**src/rtl/core/aabb_pcr_pkg.sv**
```systemverilog
// Package with the request and result types of the box pair collision resolver.
`default_nettype none

package aabb_pcr_pkg;

  localparam int unsigned CoordW = 32;
  localparam int unsigned HalfW  = 30;
  localparam int unsigned SumW   = HalfW + 1;
  localparam int unsigned DiffW  = CoordW + 1;

  localparam logic CmdFirst  = 1'b0;
  localparam logic CmdSecond = 1'b1;

  typedef enum logic [1:0] {
    AXIS_X = 2'd0,
    AXIS_Y = 2'd1,
    AXIS_Z = 2'd2
  } axis_t;

  typedef struct packed {
    logic                     cmd;
    logic signed [CoordW-1:0] center_x;
    logic signed [CoordW-1:0] center_y;
    logic signed [CoordW-1:0] center_z;
    logic [HalfW-1:0]         half_x;
    logic [HalfW-1:0]         half_y;
    logic [HalfW-1:0]         half_z;
    logic                     movable;
  } in_item_t;

  typedef struct packed {
    logic                     collided;
    logic signed [CoordW-1:0] move_first_x;
    logic signed [CoordW-1:0] move_first_y;
    logic signed [CoordW-1:0] move_first_z;
    logic signed [CoordW-1:0] move_second_x;
    logic signed [CoordW-1:0] move_second_y;
    logic signed [CoordW-1:0] move_second_z;
  } out_item_t;

endpackage

`default_nettype wire

```
**src/rtl/core/aabb_pair_collision_resolve.sv**
```systemverilog
// Top level of the axis-aligned box pair collision resolver.
//
// Boxes arrive on the in_ channel as requests: a request with cmd 0 stores the
// first box of a pair and produces no result, a request with cmd 1 tests the
// second box against the stored one and produces exactly one result on the
// out_ channel. A request is accepted when in_valid is high and in_stall low.
// The result carries a collided flag and the displacement of each box along
// the axis of smallest penetration.
// A second-box request reaches out_valid through the registers in turn: the
// center differences and extent sums are registered as it is accepted, then the
// penetrations, and then the chosen axis with the split push in the output
// register.
// One request is accepted every cycle while the output is taken.
// When the receiver raises out_stall the result holds in the output register,
// the two inner stages keep filling, and in_stall rises once they are full.
// A synchronous reset empties the pipeline and clears the stored box to zero,
// so a second box that arrives first is tested against an all-zero box.
`default_nettype none

module aabb_pair_collision_resolve (
  input  wire                     clk,
  input  wire                     rst_n,
  input  wire                     in_valid,
  output logic                    in_stall,
  input  wire aabb_pcr_pkg::in_item_t in_data,
  output logic                    out_valid,
  input  wire                     out_stall,
  output aabb_pcr_pkg::out_item_t out_data
);

  localparam int unsigned CW = aabb_pcr_pkg::CoordW;
  localparam int unsigned HW = aabb_pcr_pkg::HalfW;
  localparam int unsigned SW = aabb_pcr_pkg::SumW;
  localparam int unsigned DW = aabb_pcr_pkg::DiffW;

  logic signed [CW-1:0] held_c_r [3];
  logic [HW-1:0]        held_h_r [3];
  logic                 held_mov_r;

  logic                 s1_v_r;
  logic signed [DW-1:0] s1_d_r [3];
  logic [SW-1:0]        s1_s_r [3];
  logic                 s1_mov1_r;
  logic                 s1_mov2_r;

  logic                 s2_v_r;
  logic [SW-1:0]        s2_pen_r [3];
  logic                 s2_neg_r [3];
  logic                 s2_hit_r;
  logic                 s2_mov1_r;
  logic                 s2_mov2_r;

  logic                      out_v_r;
  aabb_pcr_pkg::out_item_t   out_r;

  logic out_ready, s2_ready, s1_ready;
  logic in_fire, first_fire, second_fire;

  logic signed [CW-1:0] in_c [3];
  logic [HW-1:0]        in_h [3];

  assign out_ready   = !out_v_r || !out_stall;
  assign s2_ready    = !s2_v_r || out_ready;
  assign s1_ready    = !s1_v_r || s2_ready;
  assign in_stall    = !s1_ready;
  assign in_fire     = in_valid && s1_ready;
  assign first_fire  = in_fire && (in_data.cmd == aabb_pcr_pkg::CmdFirst);
  assign second_fire = in_fire && (in_data.cmd == aabb_pcr_pkg::CmdSecond);

  assign in_c[0] = in_data.center_x;
  assign in_c[1] = in_data.center_y;
  assign in_c[2] = in_data.center_z;
  assign in_h[0] = in_data.half_x;
  assign in_h[1] = in_data.half_y;
  assign in_h[2] = in_data.half_z;

  always_ff @(posedge clk) begin
    if (!rst_n) begin
      for (int i = 0; i < 3; i++) begin
        held_c_r[i] <= '0;
        held_h_r[i] <= '0;
      end
      held_mov_r <= 1'b0;
    end else if (first_fire) begin
      for (int i = 0; i < 3; i++) begin
        held_c_r[i] <= in_c[i];
        held_h_r[i] <= in_h[i];
      end
      held_mov_r <= in_data.movable;
    end
  end

  // Stage 1: center difference and extent sum per axis.
  always_ff @(posedge clk) begin
    if (!rst_n) begin
      s1_v_r <= 1'b0;
    end else if (s1_ready) begin
      s1_v_r <= second_fire;
    end
  end

  always_ff @(posedge clk) begin
    if (second_fire) begin
      for (int i = 0; i < 3; i++) begin
        s1_d_r[i] <= DW'(held_c_r[i]) - DW'(in_c[i]);
        s1_s_r[i] <= SW'(held_h_r[i]) + SW'(in_h[i]);
      end
      s1_mov1_r <= held_mov_r;
      s1_mov2_r <= in_data.movable;
    end
  end

  // Stage 2: penetration depth and overlap test per axis.
  logic [CW-1:0] mag [3];
  logic [DW-1:0] gap [3];
  logic          axis_hit [3];

  always_comb begin
    for (int i = 0; i < 3; i++) begin
      mag[i]      = s1_d_r[i][DW-1] ? CW'(-s1_d_r[i]) : CW'(s1_d_r[i]);
      gap[i]      = DW'(s1_s_r[i]) - DW'(mag[i]);
      axis_hit[i] = !gap[i][DW-1] && (gap[i] != '0);
    end
  end

  always_ff @(posedge clk) begin
    if (!rst_n) begin
      s2_v_r <= 1'b0;
    end else if (s2_ready) begin
      s2_v_r <= s1_v_r;
    end
  end

  always_ff @(posedge clk) begin
    if (s2_ready && s1_v_r) begin
      for (int i = 0; i < 3; i++) begin
        s2_pen_r[i] <= gap[i][SW-1:0];
        s2_neg_r[i] <= s1_d_r[i][DW-1];
      end
      s2_hit_r  <= axis_hit[0] && axis_hit[1] && axis_hit[2] &&
                   (s1_mov1_r || s1_mov2_r);
      s2_mov1_r <= s1_mov1_r;
      s2_mov2_r <= s1_mov2_r;
    end
  end

  // Stage 3: smallest axis, signed push and its split between the boxes.
  aabb_pcr_pkg::axis_t     keep;
  logic [SW-1:0]           pen_k;
  logic                    neg_k;
  logic signed [CW-1:0]    push;
  logic signed [CW-1:0]    half_push;
  logic signed [CW-1:0]    mv1;
  logic signed [CW-1:0]    mv2;
  aabb_pcr_pkg::out_item_t out_nxt;

  always_comb begin
    if (s2_pen_r[0] < s2_pen_r[1]) begin
      keep = (s2_pen_r[2] < s2_pen_r[0]) ? aabb_pcr_pkg::AXIS_Z : aabb_pcr_pkg::AXIS_X;
    end else begin
      keep = (s2_pen_r[2] < s2_pen_r[1]) ? aabb_pcr_pkg::AXIS_Z : aabb_pcr_pkg::AXIS_Y;
    end

    case (keep)
      aabb_pcr_pkg::AXIS_X: begin
        pen_k = s2_pen_r[0];
        neg_k = s2_neg_r[0];
      end
      aabb_pcr_pkg::AXIS_Y: begin
        pen_k = s2_pen_r[1];
        neg_k = s2_neg_r[1];
      end
      aabb_pcr_pkg::AXIS_Z: begin
        pen_k = s2_pen_r[2];
        neg_k = s2_neg_r[2];
      end
      default: begin
        pen_k = '0;
        neg_k = 1'b0;
      end
    endcase

    push      = neg_k ? -CW'(pen_k) : CW'(pen_k);
    half_push = push >>> 1;

    if (!s2_hit_r) begin
      mv1 = '0;
      mv2 = '0;
    end else if (s2_mov1_r && s2_mov2_r) begin
      mv1 = half_push;
      mv2 = half_push - push;
    end else if (s2_mov1_r) begin
      mv1 = push;
      mv2 = '0;
    end else begin
      mv1 = '0;
      mv2 = -push;
    end

    out_nxt               = '0;
    out_nxt.collided      = s2_hit_r;
    out_nxt.move_first_x  = (keep == aabb_pcr_pkg::AXIS_X) ? mv1 : '0;
    out_nxt.move_first_y  = (keep == aabb_pcr_pkg::AXIS_Y) ? mv1 : '0;
    out_nxt.move_first_z  = (keep == aabb_pcr_pkg::AXIS_Z) ? mv1 : '0;
    out_nxt.move_second_x = (keep == aabb_pcr_pkg::AXIS_X) ? mv2 : '0;
    out_nxt.move_second_y = (keep == aabb_pcr_pkg::AXIS_Y) ? mv2 : '0;
    out_nxt.move_second_z = (keep == aabb_pcr_pkg::AXIS_Z) ? mv2 : '0;
  end

  always_ff @(posedge clk) begin
    if (!rst_n) begin
      out_v_r <= 1'b0;
    end else if (out_ready) begin
      out_v_r <= s2_v_r;
    end
  end

  always_ff @(posedge clk) begin
    if (out_ready && s2_v_r) begin
      out_r <= out_nxt;
    end
  end

  assign out_valid = out_v_r;
  assign out_data  = out_r;

  a_second_enters: assert property (@(posedge clk) disable iff (!rst_n)
    second_fire |=> s1_v_r)
    else $error("Accepted second box did not enter the pipeline.");

  a_first_no_result: assert property (@(posedge clk) disable iff (!rst_n)
    (first_fire && !s1_v_r) |=> !s1_v_r)
    else $error("First box request started a result.");

  a_miss_zero: assert property (@(posedge clk) disable iff (!rst_n)
    (out_v_r && !out_r.collided) |->
      (out_r.move_first_x == '0 && out_r.move_first_y == '0 &&
       out_r.move_first_z == '0 && out_r.move_second_x == '0 &&
       out_r.move_second_y == '0 && out_r.move_second_z == '0))
    else $error("Result without collision carries a displacement.");

  a_one_axis: assert property (@(posedge clk) disable iff (!rst_n)
    out_v_r |->
      $onehot0({(out_r.move_first_x != '0) || (out_r.move_second_x != '0),
                (out_r.move_first_y != '0) || (out_r.move_second_y != '0),
                (out_r.move_first_z != '0) || (out_r.move_second_z != '0)}))
    else $error("Displacement spans more than one axis.");

  a_push_separates: assert property (@(posedge clk) disable iff (!rst_n)
    (out_v_r && out_r.collided) |->
      ((out_r.move_first_x != out_r.move_second_x) ||
       (out_r.move_first_y != out_r.move_second_y) ||
       (out_r.move_first_z != out_r.move_second_z)))
    else $error("Collision result does not separate the boxes.");

endmodule

`default_nettype wire
```
**config.mk**
```make
export PLATFORM = sky130hd
export DESIGN_NAME = aabb_pair_collision_resolve
export DESIGN_NICKNAME = d
export VERILOG_FILES = /design/src/rtl/core/aabb_pcr_pkg.sv /design/src/rtl/core/aabb_pair_collision_resolve.sv
export SDC_FILE = /design/constraint.sdc
export NUM_CORES = 2
export LEC_CHECK = 0
export ABC_AREA = 1
export ABC_CLOCK_PERIOD_IN_PS = 13800
export BUFFER_PORTS_ARGS = -buffer_cell sky130_fd_sc_hd__buf_4
export CORE_ASPECT_RATIO = 1.5
export CORE_MARGIN = 3
export CORE_UTILIZATION = 55
export CTS_CLUSTER_DIAMETER = 30
export CTS_CLUSTER_SIZE = 28
export DETAILED_ROUTE_END_ITERATION = 8
export PLACE_DENSITY = 0.74
export SLEW_MARGIN = 10
export SYNTH_ARGS = -nofsm -noshare
export SYNTH_HDL_FRONTEND = slang
export SYNTH_SLANG_ARGS = --single-unit
```
**constraint.sdc**
```tcl
create_clock -name clk -period 13.8 [get_ports clk]
set_clock_uncertainty 0.05 [all_clocks]
set_input_delay 0.69 -clock clk [delete_from_list [all_inputs] [get_ports clk]]
set_output_delay 0.69 -clock clk [all_outputs]
set_load 0.02 [all_outputs]
```
After elaboration in Yosys (flattened, before gate mapping)
Memories as Yosys holds them, arrays and structs flattened.
Index checks and enable logic that the tools add are counted.
{ "op_classes": {"n_addsub": 15, "mul": 0, "div": 0, "n_lt_le_gt_ge": 3, "eq_ne": 2, "n_shift": 0, "mux": 29, "bitwise": 7, "reduce_logical": 28} }
{ "op_table": {"columns": ["op", "n"], "rows": [
  ["$mux W32", 13],
  ["$neg A32 Y32", 4],
  ["$reduce_bool A33 Y1", 3],
  ["$sub A31 B32 Y33", 3],
  ["$sub A32 B32 Y33", 3],
  ["$add A30 B30 Y31", 3],
  ["$lt A31 B31 Y1", 3],
  ["$pmux W31 S3", 1],
  ["$mux W30", 3],
  ["$neg A31 Y32", 1],
  ["$sub A31 B32 Y32", 1],
  ["$logic_and A1 B1 Y1", 12],
  ["$logic_not A1 Y1", 8],
  ["$mux W1", 8],
  ["$mux W2", 3],
  ["$or A1 B1 Y1", 6],
  ["$logic_or A1 B1 Y1", 4],
  ["$pmux W1 S3", 1],
  ["$eq A2 B1 Y1 const B", 1],
  ["$eq A2 B2 Y1 const B", 1],
  ["$logic_not A2 Y1", 1],
  ["$not A1 Y1", 1]
]} }
{ "totals": {"register_bits": 202, "latch_bits": 0, "ram_bits": 474, "romBits": 0, "wordCells": 106, "n_memories": 6} }
{ "mem_list": {"columns": ["name", "depth", "width", "read_ports", "rd_clocked_by_memory_dff", "write_ports", "line_no", "text"], "rows": [
  ["s1_d_r", 3, 33, 3, 0, 3, "aabb_pair_collision_resolve.sv:41", "logic signed [DW-1:0] s1_d_r [3];"],
  ["held_c_r", 3, 32, 3, 0, 3, "aabb_pair_collision_resolve.sv:36", "logic signed [CW-1:0] held_c_r [3];"],
  ["s1_s_r", 3, 31, 3, 0, 3, "aabb_pair_collision_resolve.sv:42", "logic [SW-1:0] s1_s_r [3];"],
  ["s2_pen_r", 3, 31, 3, 0, 3, "aabb_pair_collision_resolve.sv:47", "logic [SW-1:0] s2_pen_r [3];"],
  ["held_h_r", 3, 30, 3, 0, 3, "aabb_pair_collision_resolve.sv:37", "logic [HW-1:0] held_h_r [3];"],
  ["s2_neg_r", 3, 1, 3, 0, 3, "aabb_pair_collision_resolve.sv:48", "logic s2_neg_r [3];"]
]} }

Longest topological paths before layout
{ "logic_depth": {"word_depth": 11, "depth_mapped": 49, "ltp_nobuf": 49} }

Worst setup path after synthesis
No wires, ideal clock.
{ "synth_path": {"path_type": "in2reg", "from": "in out_stall", "to": "reg out_r, in the netlist out_data[0], enable pin", "setup_time_ns": 0.810, "t_arrival_ns": 9.972, "t_required_ns": 12.940, "slack_ns": 2.969, "stages": 1, "n_path_buf": 0, "path_cell_list": "a21oi_1"} }
{ "synth_via": {"elab_chain_cells": 3} }
{ "synth_rtl": {"columns": ["item", "line_no", "text"], "rows": [
  ["start, declared", "aabb_pair_collision_resolve.sv:27", "input wire out_stall,"],
  ["$logic_not A1 Y1", "aabb_pair_collision_resolve.sv:62", "assign out_ready = !out_v_r || !out_stall;"],
  ["$logic_or A1 B1 Y1", "aabb_pair_collision_resolve.sv:62", null],
  ["$logic_and A1 B1 Y1", "aabb_pair_collision_resolve.sv:219", "if (out_ready && s2_v_r) begin"],
  ["end signal, assigned", "aabb_pair_collision_resolve.sv:220", "out_r <= out_nxt;"],
  ["end, declared", "aabb_pair_collision_resolve.sv:54", "aabb_pcr_pkg::out_item_t out_r;"]
]} }
No other way between the ends.
A chain may end at the register's enable or synchronous reset.

==> summary.json <==
{
  "drc": {"value": 0},
  "hpwlAfterDp": {"value": 102.3, "unit": "mm"},
  "flow.area_growth_from_synthesis": {"value": 17.31, "unit": "%"},
  "met1_usage": {"value": 31.43, "unit": "%"},
  "gr-usage-all-layers": {"value": 29.10, "unit": "%"},
  "final_count_of_negative_setup_slack_endpoints": {"value": 0},
  "synth.cell_area": {"value": 46810, "unit": "um2"},
  "top_level_ports": {"value": 387},
  "drt_iter0_drcs": {"value": 2254},
  "worst_ep_arrival_time": {"value": 8.15, "unit": "ns"},
  "setup-tns-final": {"value": 0, "unit": "ns"},
  "maxSlewHeadroom": {"value": 29.09, "unit": "%"},
  "post_route_cells_drive_above_1_share": {"value": 12.20, "unit": "%"},
  "n_antenna_cell": {"value": 0},
  "tritoncts": {"value": "built"},
  "result_of_the_run": {"value": "complete, no violations"},
  "wire_length_per_cell": {"value": 18.06, "unit": "um"},
  "startpoint_type": {"value": "flip-flop"},
  "power_per_cell_area": {"value": 154.5, "unit": "nW/um2"},
  "fp.dieH": {"value": 363.3, "unit": "um"},
  "grt_start_max_net_pins": {"value": 132},
  "clk_latency": {"value": 0.70, "unit": "ns"},
  "final_cell_mix": {"value": "996 x sky130_fd_sc_hd__nand2_1, 841 x sky130_fd_sc_hd__inv_1, 824 x sky130_fd_sc_hd__nor2_1"},
  "cts_setup_buffers": {"value": 0},
  "min_period": {"value": 7.784, "unit": "ns"},
  "seqPwrFrac": {"value": 30.3, "unit": "%"},
  "design.core.area": {"value": 84090, "unit": "um2"},
  "detail-route-antenna-nets": {"value": 0},
  "hold_path.class": {"value": "primary input to flip-flop"},
  "layout.cells.most_common": {"value": "sky130_fd_sc_hd__nand2_1"},
  "postSynthRegisterBits": {"value": 676},
  "clk_pin_slew_worst_paths": {"value": 0.06, "unit": "ns"},
  "grt_antenna_before_repair": {"value": 0},
  "net_count_after_synthesis": {"value": 6162},
  "ctsHoldBuffers": {"value": 0},
  "fp.dieArea": {"value": 88710, "unit": "um2"},
  "endpoint_kind": {"value": "flip-flop"},
  "postCtsResizedCells": {"value": 0},
  "synth-main-ff-cell": {"value": "sky130_fd_sc_hd__edfxtp_1"},
  "first_pass_grt_wire_length": {"value": 203.7, "unit": "mm"},
  "syn-instance-count": {"value": 5526},
  "worst_hold_margin": {"value": 0.1503, "unit": "ns"},
  "ys_async_sr_fraction": {"value": 0, "unit": "%"},
  "max_freq": {"value": 128.5, "unit": "MHz"},
  "total_switching_power": {"value": 3.277, "unit": "mW"},
  "cellLeakagePower": {"value": 25.83, "unit": "nW"},
  "vdd_drop_max": {"value": 0.1158, "unit": "mV"},
  "cts_buffers": {"value": 113},
  "synthDistinctLibCells": {"value": 63},
  "clockRootBuffer": {"value": "sky130_fd_sc_hd__clkbuf_16"},
  "detail_route.wirelength": {"value": 129.7, "unit": "mm"},
  "power_frac_clock": {"value": 33.9, "unit": "%"},
  "start_util": {"value": 55.66, "unit": "%"},
  "grt_use_met3": {"value": 3.681, "unit": "%"},
  "globalRouteMet2Util": {"value": 54.18, "unit": "%"},
  "h-tree-depth": {"value": 3},
  "number_of_violations_of_the_max_capacitance_limit": {"value": 0},
  "placedInstanceArea": {"value": 50920, "unit": "um2"},
  "tightest_slew": {"value": 1.064, "unit": "ns"},
  "grt_busiest_layer": {"value": "met2"},
  "cts_max_path_buffers": {"value": 3},
  "power.internal": {"value": 5.207, "unit": "mW"},
  "tritoncts_sink_count": {"value": 676},
  "place_congestion": {"value": 0.9714},
  "detail_routed_via_count_per_cell": {"value": 5.355},
  "finalHoldViolCount": {"value": 0},
  "final_area": {"value": 54910, "unit": "um2"},
  "swShare": {"value": 38.63, "unit": "%"},
  "timing.critical_path.slowest_stage_cell": {"value": "sky130_fd_sc_hd__nand2_2"},
  "final_min_period_over_clock_period": {"value": 56.41, "unit": "%"},
  "critical-path-top-cell-by-count": {"value": "sky130_fd_sc_hd__nand2_1"},
  "finish.net_count": {"value": 6596},
  "max_stage_delay": {"value": 0.58, "unit": "ns"},
  "synthesis.yosys.warnings": {"value": 0},
  "synth_sequential_area_ratio": {"value": 43.28, "unit": "%"},
  "synthesis.area_per_instance": {"value": 8.470, "unit": "um2"},
  "worstSetupPathType": {"value": "flip-flop to flip-flop"},
  "crit_path_max_fanout": {"value": 40},
  "synth-edff-count": {"value": 672},
  "remaining_global_route_overflow": {"value": 0},
  "critical_path_required": {"value": 14.17, "unit": "ns"},
  "fp.dieW": {"value": 244.2, "unit": "um"},
  "placementRows": {"value": 130},
  "detailedRoute.firstPassIterationCount": {"value": 8},
  "power": {"value": 8.483, "unit": "mW"},
  "dr_total_vias": {"value": 38450},
  "io_buffers": {"value": 386},
  "power.combinational.fraction": {"value": 35.8, "unit": "%"},
  "grt_pass1_vias": {"value": 38630},
  "grt_setup_unrepaired": {"value": "false"},
  "pins_over_slew_limit": {"value": 0}
}
cell type report:
cell class,instances,area (um2)
flip-flops and latches,676,20260
multi-input cells,3895,22930
clock buffers,121,2922
well taps,1122,1404
fillers,7075,29180
clock inverters,92,1070
repair buffers,408,3075
inverters,866,3252
metal layers:
metal / wire (um) / share of wire (%) / up-vias
met1: 48400 / 37 / 17780
li1: - / - / 19300
met2: 67100 / 52 / 1065
met4: 8199 / 6.3 / 0
met3: 5962 / 4.6 / 317
met5: 0 / 0 / -
flip-flops by register name (all words and copies together), names as in the netlist:
name        count
s2_mov2_r       1
s1_mov2_r       1
held_h_r       90
held_c_r       96
s1_mov1_r       1
s1_s_r         93
out_valid       1
s2_neg_r        3
held_mov_r      1
s1_v_r          1
s2_hit_r        1
s2_mov1_r       1
s1_d_r         99
s2_v_r          1
s2_pen_r       93
out_data      193
metrics by stage:
| stage | util [%] | instances | setup WS (ns) |
|---|---|---|---|
| after floorplan | - | 5526 | 2.969 |
| after global placement | 60.55 | 6967 | 6.214 |
| after detailed placement | 60.55 | 6967 | 6.056 |
| after CTS | 65.30 | 7180 | 6.057 |
| after global routing | 65.30 | 7180 | 5.435 |
| final | 65.30 | 7180 | 6.016 |
power by group through the flow:
stage          clock, mW  combinational [mW]  sequential [mW]
5_1_grt             3.01                3.37             2.58
2_1_floorplan          0                2.07             2.62
6_report            2.88                3.03             2.57
3_5_place_dp           0                2.99             2.61
3_3_place_gp           0                2.98             2.60
4_1_cts             2.92                3.02             2.57
worst paths after layout:
path,cells past startpoint,startpoint,to,slack (ns)
min,1,in_data[0],s1_mov2_r$_DFFE_PP_,0.15
max,34,s2_pen_r[0][87]$_DFFE_PP_,out_data[28]$_SDFFCE_PP0P_,6.02
max reg2reg,34,s2_pen_r[0][87]$_DFFE_PP_,out_data[28]$_SDFFCE_PP0P_,6.02
min reg2reg,0,s1_mov2_r$_DFFE_PP_,s2_mov2_r$_DFFE_PP_,0.40
cells in the mapped netlist (all sizes together), types with 53 or more instances:
cell type | count | area [um2]
a21oi | 405 | 2034
clkbuf | 62 | 232.7
edfxtp | 672 | 20180
ha | 434 | 5430
inv | 863 | 3239
nand2 | 1027 | 3953
nand3 | 218 | 1124
nand4 | 53 | 331.6
nor2 | 858 | 3348
o21ai | 219 | 1141
xnor2 | 98 | 858.3
xor2 | 258 | 2312
cells by family (layout without fill, tap and decap cells):
logic type / after synthesis / after routing / share of synthesized area [%]
flip-flops: 676 / 676 / 43.28
buffers and inverters: 955 / 1487 / 7.822
AO/OA/AOI/OAI: 829 / 829 / 9.987
XOR/XNOR: 356 / 356 / 6.774
AND/OR/NAND/NOR: 2266 / 2266 / 20.10
adder cells (fa/ha/maj): 444 / 444 / 12.03
worst max-delay path, delay by kind of cell (launching register included):
kind,cells,cell delay (ns)
AO/OA/AOI/OAI,9,2.28
adder cells (fa/ha/maj),2,0.83
buffers and inverters,4,0.78
flip-flops,1,0.47
AND/OR/NAND/NOR,19,3.07
Power figures use the tool's default switching activity.
